File: src/aps_pkg.sv
`timescale 1ns / 1ps
`default_nettype none
// ----------------------------------------------------------------------------
// aps_pkg: shared types and constants for the alignment priority selector
// Record layout, op and status codes, controller states and control structs.
// ----------------------------------------------------------------------------
package aps_pkg;

    localparam int QUEUE_DEPTH = 256;
    localparam int IDX_W       = $clog2(QUEUE_DEPTH);
    localparam int CNT_W       = $clog2(QUEUE_DEPTH + 1);
    localparam int SEQ_W       = 32;
    localparam logic [31:0] NO_KEY = 32'hFFFF_FFFF;

    typedef enum logic [1:0] {
        OP_PUSH   = 2'd0,
        OP_SELECT = 2'd1,
        OP_CLEAR  = 2'd2,
        OP_NONE   = 2'd3
    } op_t;

    typedef enum logic [1:0] {
        ST_DONE    = 2'd0,
        ST_FOUND   = 2'd1,
        ST_EMPTY   = 2'd2,
        ST_DROPPED = 2'd3
    } status_t;

    typedef struct packed {
        logic signed [15:0] score;
        logic [15:0]        aln_length;
        logic [31:0]        target_key;
        logic [15:0]        query_start;
        logic [15:0]        query_end;
        logic [15:0]        query_length;
        logic [15:0]        target_start;
        logic [15:0]        target_end;
        logic [15:0]        target_length;
    } record_t;

    typedef enum logic [2:0] {
        S_IDLE,
        S_SCAN,
        S_LAST,
        S_PICK,
        S_MOVE,
        S_REPLY
    } state_t;

    // controller to datapath
    typedef struct packed {
        logic push;
        logic clear;
        logic scan_start;
        logic scan_step;
        logic scan_last;
        logic pick;
        logic move;
        logic reply;
        status_t reply_status;
    } dp_cmd_t;

    // datapath to controller
    typedef struct packed {
        logic full;
        logic empty;
        logic scan_end;
        logic extendable;
    } dp_stat_t;

    // true when a must leave before b; ties broken by push order (older wins)
    function automatic logic outranks(input record_t a, input logic [SEQ_W-1:0] sa,
                                      input record_t b, input logic [SEQ_W-1:0] sb);
        logic res;
        begin
            if (a.score != b.score)
                res = a.score > b.score;
            else if (a.aln_length != b.aln_length)
                res = a.aln_length > b.aln_length;
            else if (a.target_key != b.target_key)
                res = a.target_key < b.target_key;
            else
                res = sa < sb;
            return res;
        end
    endfunction

endpackage
`default_nettype wire

File: src/aps_ctrl.sv
`timescale 1ns / 1ps
`default_nettype none
// ----------------------------------------------------------------------------
// aps_ctrl: operation sequencer
// Steps push, clear, select and the unused op through the datapath and issues the reply.
// ----------------------------------------------------------------------------
module aps_ctrl (
    input  wire logic           clk,
    input  wire logic           rst_n,
    input  wire logic           start,
    input  wire logic [1:0]     op,
    input  wire aps_pkg::dp_stat_t stat,
    output aps_pkg::dp_cmd_t    cmd,
    output logic                busy
);

    aps_pkg::state_t state_reg, state_next;

    // state register
    always_ff @(posedge clk or negedge rst_n)
    begin
        if (!rst_n)
            state_reg <= aps_pkg::S_IDLE;
        else
            state_reg <= state_next;
    end

    // next state
    always_comb
    begin
        state_next = state_reg;
        unique case (state_reg)
            aps_pkg::S_IDLE:
            begin
                if (start && op == aps_pkg::OP_SELECT)
                    state_next = stat.empty ? aps_pkg::S_REPLY : aps_pkg::S_SCAN;
                else if (start)
                    state_next = aps_pkg::S_REPLY;
            end
            aps_pkg::S_SCAN:
                if (stat.scan_end)
                    state_next = aps_pkg::S_LAST;
            aps_pkg::S_LAST:  state_next = aps_pkg::S_PICK;
            aps_pkg::S_PICK:  state_next = aps_pkg::S_MOVE;
            aps_pkg::S_MOVE:
            begin
                if (stat.extendable || stat.empty)
                    state_next = aps_pkg::S_REPLY;
                else
                    state_next = aps_pkg::S_SCAN;
            end
            aps_pkg::S_REPLY: state_next = aps_pkg::S_IDLE;
            default:          state_next = aps_pkg::S_IDLE;
        endcase
    end

    // held reply code
    aps_pkg::status_t rstat_reg, rstat_next;

    always_ff @(posedge clk or negedge rst_n)
    begin
        if (!rst_n)
            rstat_reg <= aps_pkg::ST_DONE;
        else
            rstat_reg <= rstat_next;
    end

    always_comb
    begin
        rstat_next = rstat_reg;
        if (state_reg == aps_pkg::S_IDLE && start)
        begin
            unique case (op)
                aps_pkg::OP_PUSH:
                    rstat_next = stat.full ? aps_pkg::ST_DROPPED : aps_pkg::ST_DONE;
                aps_pkg::OP_SELECT: rstat_next = aps_pkg::ST_EMPTY;
                default:            rstat_next = aps_pkg::ST_DONE;
            endcase
        end
        else if (state_reg == aps_pkg::S_MOVE && stat.extendable)
            rstat_next = aps_pkg::ST_FOUND;
    end

    // outputs
    always_comb
    begin
        cmd = '0;
        cmd.reply_status = rstat_reg;
        busy = (state_reg != aps_pkg::S_IDLE);
        unique case (state_reg)
            aps_pkg::S_IDLE:
            begin
                cmd.push       = start && op == aps_pkg::OP_PUSH && !stat.full;
                cmd.clear      = start && op == aps_pkg::OP_CLEAR;
                cmd.scan_start = start && op == aps_pkg::OP_SELECT;
            end
            aps_pkg::S_SCAN:  cmd.scan_step = 1'b1;
            aps_pkg::S_LAST:  cmd.scan_last = 1'b1;
            aps_pkg::S_PICK:  cmd.pick = 1'b1;
            aps_pkg::S_MOVE:  cmd.move = 1'b1;
            aps_pkg::S_REPLY: cmd.reply = 1'b1;
            default: ;
        endcase
    end

    // assertions
    a_reply_one: assert property (@(posedge clk) disable iff (!rst_n)
        cmd.reply |=> !cmd.reply) else $error("double reply");
    a_busy_start: assert property (@(posedge clk) disable iff (!rst_n)
        (start && !busy) |=> busy) else $error("op not taken");
    a_move_pick: assert property (@(posedge clk) disable iff (!rst_n)
        cmd.move |-> $past(cmd.pick)) else $error("move without pick");

endmodule
`default_nettype wire

File: config.mk
export PLATFORM = sky130hd
export DESIGN_NAME = aps_ctrl
export DESIGN_NICKNAME = d
export VERILOG_FILES = /design/src/aps_pkg.sv /design/src/aps_ctrl.sv
export SDC_FILE = /design/constraint.sdc
export NUM_CORES = 1
export LEC_CHECK = 0
export ABC_AREA = 1
export BUFFER_PORTS_ARGS = -buffer_cell sky130_fd_sc_hd__buf_2
export CORE_ASPECT_RATIO = 1.1
export CORE_MARGIN = 4
export CORE_UTILIZATION = 25
export CTS_BUF_LIST = sky130_fd_sc_hd__clkbuf_4
export DETAILED_ROUTE_END_ITERATION = 10
export PLACE_DENSITY = 0.56
export SLEW_MARGIN = 30
export SYNTH_ARGS = -nofsm -noshare
export SYNTH_HDL_FRONTEND = slang
export SYNTH_SLANG_ARGS = --single-unit
File: constraint.sdc
create_clock -name clk -period 2.6 [get_ports clk]
set_input_delay 0.39 -clock clk [delete_from_list [all_inputs] [get_ports clk]]
set_output_delay 0.39 -clock clk [all_outputs]
set_load 0.1 [all_outputs]
==> flow_summary.json <==
{
  "seq_area_frac_synth_pct": 34.8,
  "yosysTopAreaCell": "dfrtp_1",
  "drt_wl_total_um": 808,
  "ctsResizeCount": 0,
  "ys_ff_latch": 5,
  "ys_async_sr_fraction_pct": 100,
  "htreeDepth": 1,
  "synthTopCellsByArea": "dfrtp_1, nand2_1, inv_1, nor2_1, nand3_1",
  "coreArea_mm2": 0.00137,
  "firstDrtPassIters": 4,
  "synth_edf_count": 0,
  "drt_iter0_markers": 4,
  "rows": 14,
  "area_growth_pct": 43.2,
  "fmax_mhz": 497,
  "grt_setup_unrepaired": "false",
  "crit_chain": "nor2_2, nand3_2, nor3_1, buf_2",
  "wl_per_cell_um": 8.42,
  "numCtsBuffers": 3,
  "yosysUniqueCellTypes": 14,
  "grt_max_degree": 7,
  "cts-root-buf": "clkbuf_4",
  "worstSetupEndpointType": "primary output",
  "vias": 401,
  "crit_path_top_delay_cell": "buf_2",
  "hold_violations": 0,
  "syn-mean-instance-area_um2": 6.41,
  "drtAntennaViolNets": 0,
  "dieArea_mm2": 0.00211,
  "first_global_vias": 356,
  "grt_pass1_wl_um": 1260,
  "dieWidth_um": 44.1,
  "tritoncts": "done",
  "cp_top_family": "simple AND/OR/NAND/NOR gates",
  "fill_cells": 153,
  "timing.rr.start": "state_reg[1]$_DFFE_PN0P_",
  "synth_top_area_share_pct": 34.8,
  "grt.total_usage_pct": 8.19,
  "finalNetCount": 90,
  "drc": 0,
  "crit_path_start": "state_reg[1]$_DFFE_PN0P_",
  "die_h_um": 47.8,
  "worst_pin_slew_ns": 0.489,
  "hp-start": "stat[0]",
  "slew_violations": 0,
  "clock_path_buffers": 2,
  "clkSlewWorstSetupHoldPaths_ns": 0.04,
  "routed-wl-met2_um": 416,
  "drt-met1-wl_um": 335,
  "outcome": "finished clean",
  "crit_type": "reg -> out",
  "antennaDiodeCount": 0,
  "place_congestion": 0.680,
  "start_util_pct": 26.3,
  "synth_nets": 65,
  "fin_crit_sh_pct": 77.3,
  "critPathLaunchType": "flip-flop",
  "worstSkewPairLatency_ns": 0.23,
  "required_ns": 2.21,
  "wl_met3_um": 56,
  "hold_class": "in -> reg",
  "maxSlewHeadroom_pct": 67.6,
  "crit_fanout": 6,
  "cp_slowest_stage_delay_ns": 0.45,
  "ys.flop_type": "dfrtp_1",
  "setup_viol": 0,
  "period_needed_ns": 2.01,
  "finClkSkew_ns": 0.000110,
  "largest_register_ffs": 3,
  "clock-sinks": 5,
  "ios": 20,
  "cap_violations": 0,
  "multi_input_area_um2": 189,
  "synth_commonest_cells": "nand2_1, inv_1, nor2_1, dfrtp_1, nand3_1",
  "antenna_found_initial": 0,
  "cp.arrival_ns": 1.62,
  "dpl.hpwl_um": 727,
  "synth_area_um2": 359,
  "synth_most_common_cell": "nand2_1",
  "setup_tns_ns": 0,
  "drive_gt1_share_pct": 41.3,
  "grt_overflow": 0,
  "seq_area_um2": 125,
  "cp.buffers_inverters": 1,
  "cts_setup_buffers": 0,
  "routed.top_layer": "met3",
  "yosysWarnings": 0,
  "syn_inst": 56,
  "routed_via_density": 4.18,
  "port-buffer-count": 19
}
-- per-layer routing --
layer  up-vias  global-route usage (%)
met5         -                       0
met4         0                    3.61
met3         0                    2.63
met2         7                    14.8
met1       175                    8.84
li1        219                       -
-- worst paths after layout --
check | cells past startpoint | to | slack, ns
max in group asynchronous | 2 | state_reg[1]$_DFFE_PN0P_ | 1.99
worst max-delay path | 4 | cmd[8] | 0.59
min in group asynchronous | 2 | state_reg[0]$_DFFE_PN0P_ | 0.49
worst min register to register | 2 | rstat_reg[0]$_DFFE_PN0P_ | 0.50
worst min-delay path | 3 | rstat_reg[0]$_DFFE_PN0P_ | 0.42
worst max register to register | 4 | rstat_reg[0]$_DFFE_PN0P_ | 1.54
-- repair_timing --
action / CTS / global route
hold buffers: 1 / 0
setup endpoints to repair: 0 / 0
hold endpoints to repair: 5 / 0
-- layout make-up --
type	count	area share (%)
inverter	12	8.76
multi-input combinational	39	36.7
timing repair buffer	20	20.4
sequential	5	24.3
tap	16	3.89
clock buffer	4	5.84
-- per-stage QoR --
step                setup WS, ns  utilization, %  cells  hold WS, ns  cell area, µm²
floorplan                 -0.559               -     56       0.0944             359
global placement           0.883            34.7     91        0.206             474
detailed placement         0.856            34.7     91        0.206             474
CTS                        0.596            37.6     96        0.422             514
global route               0.453            37.6     96        0.439             514
finish                     0.589            37.6     96        0.425             514
-- cells in the final DEF, fill, tap and decap left out --
cell type / count
nand2_2: 2
inv_2: 2
dlygate4sd3_1: 1
o21ai_0: 2
nor3_1: 2
inv_1: 10
nor3_2: 1
a21oi_1: 2
nor2_1: 9
buf_2: 19
o21ai_2: 1
dfrtp_1: 5
nand3_2: 1
nand3_1: 4
nand2_1: 12
clkbuf_4: 4
nor2_2: 3
-- logic make-up (layout without fill, tap and decap cells) --
| family | Yosys count | in the layout | synth area share [%] |
|---|---|---|---|
| compound gates | 5 | 5 | 8.01 |
| simple gates | 34 | 34 | 44.6 |
| buf+inv | 12 | 36 | 12.5 |
| flops | 5 | 5 | 34.8 |
-- worst min-delay path, stage by stage --
cell and delay [ns]:
buf_2 0.09, nand2_1 0.06, nand3_1 0.08
Power is not shown: default switching activity piles up to over one toggle a cycle in this logic, so the estimate is an artifact.
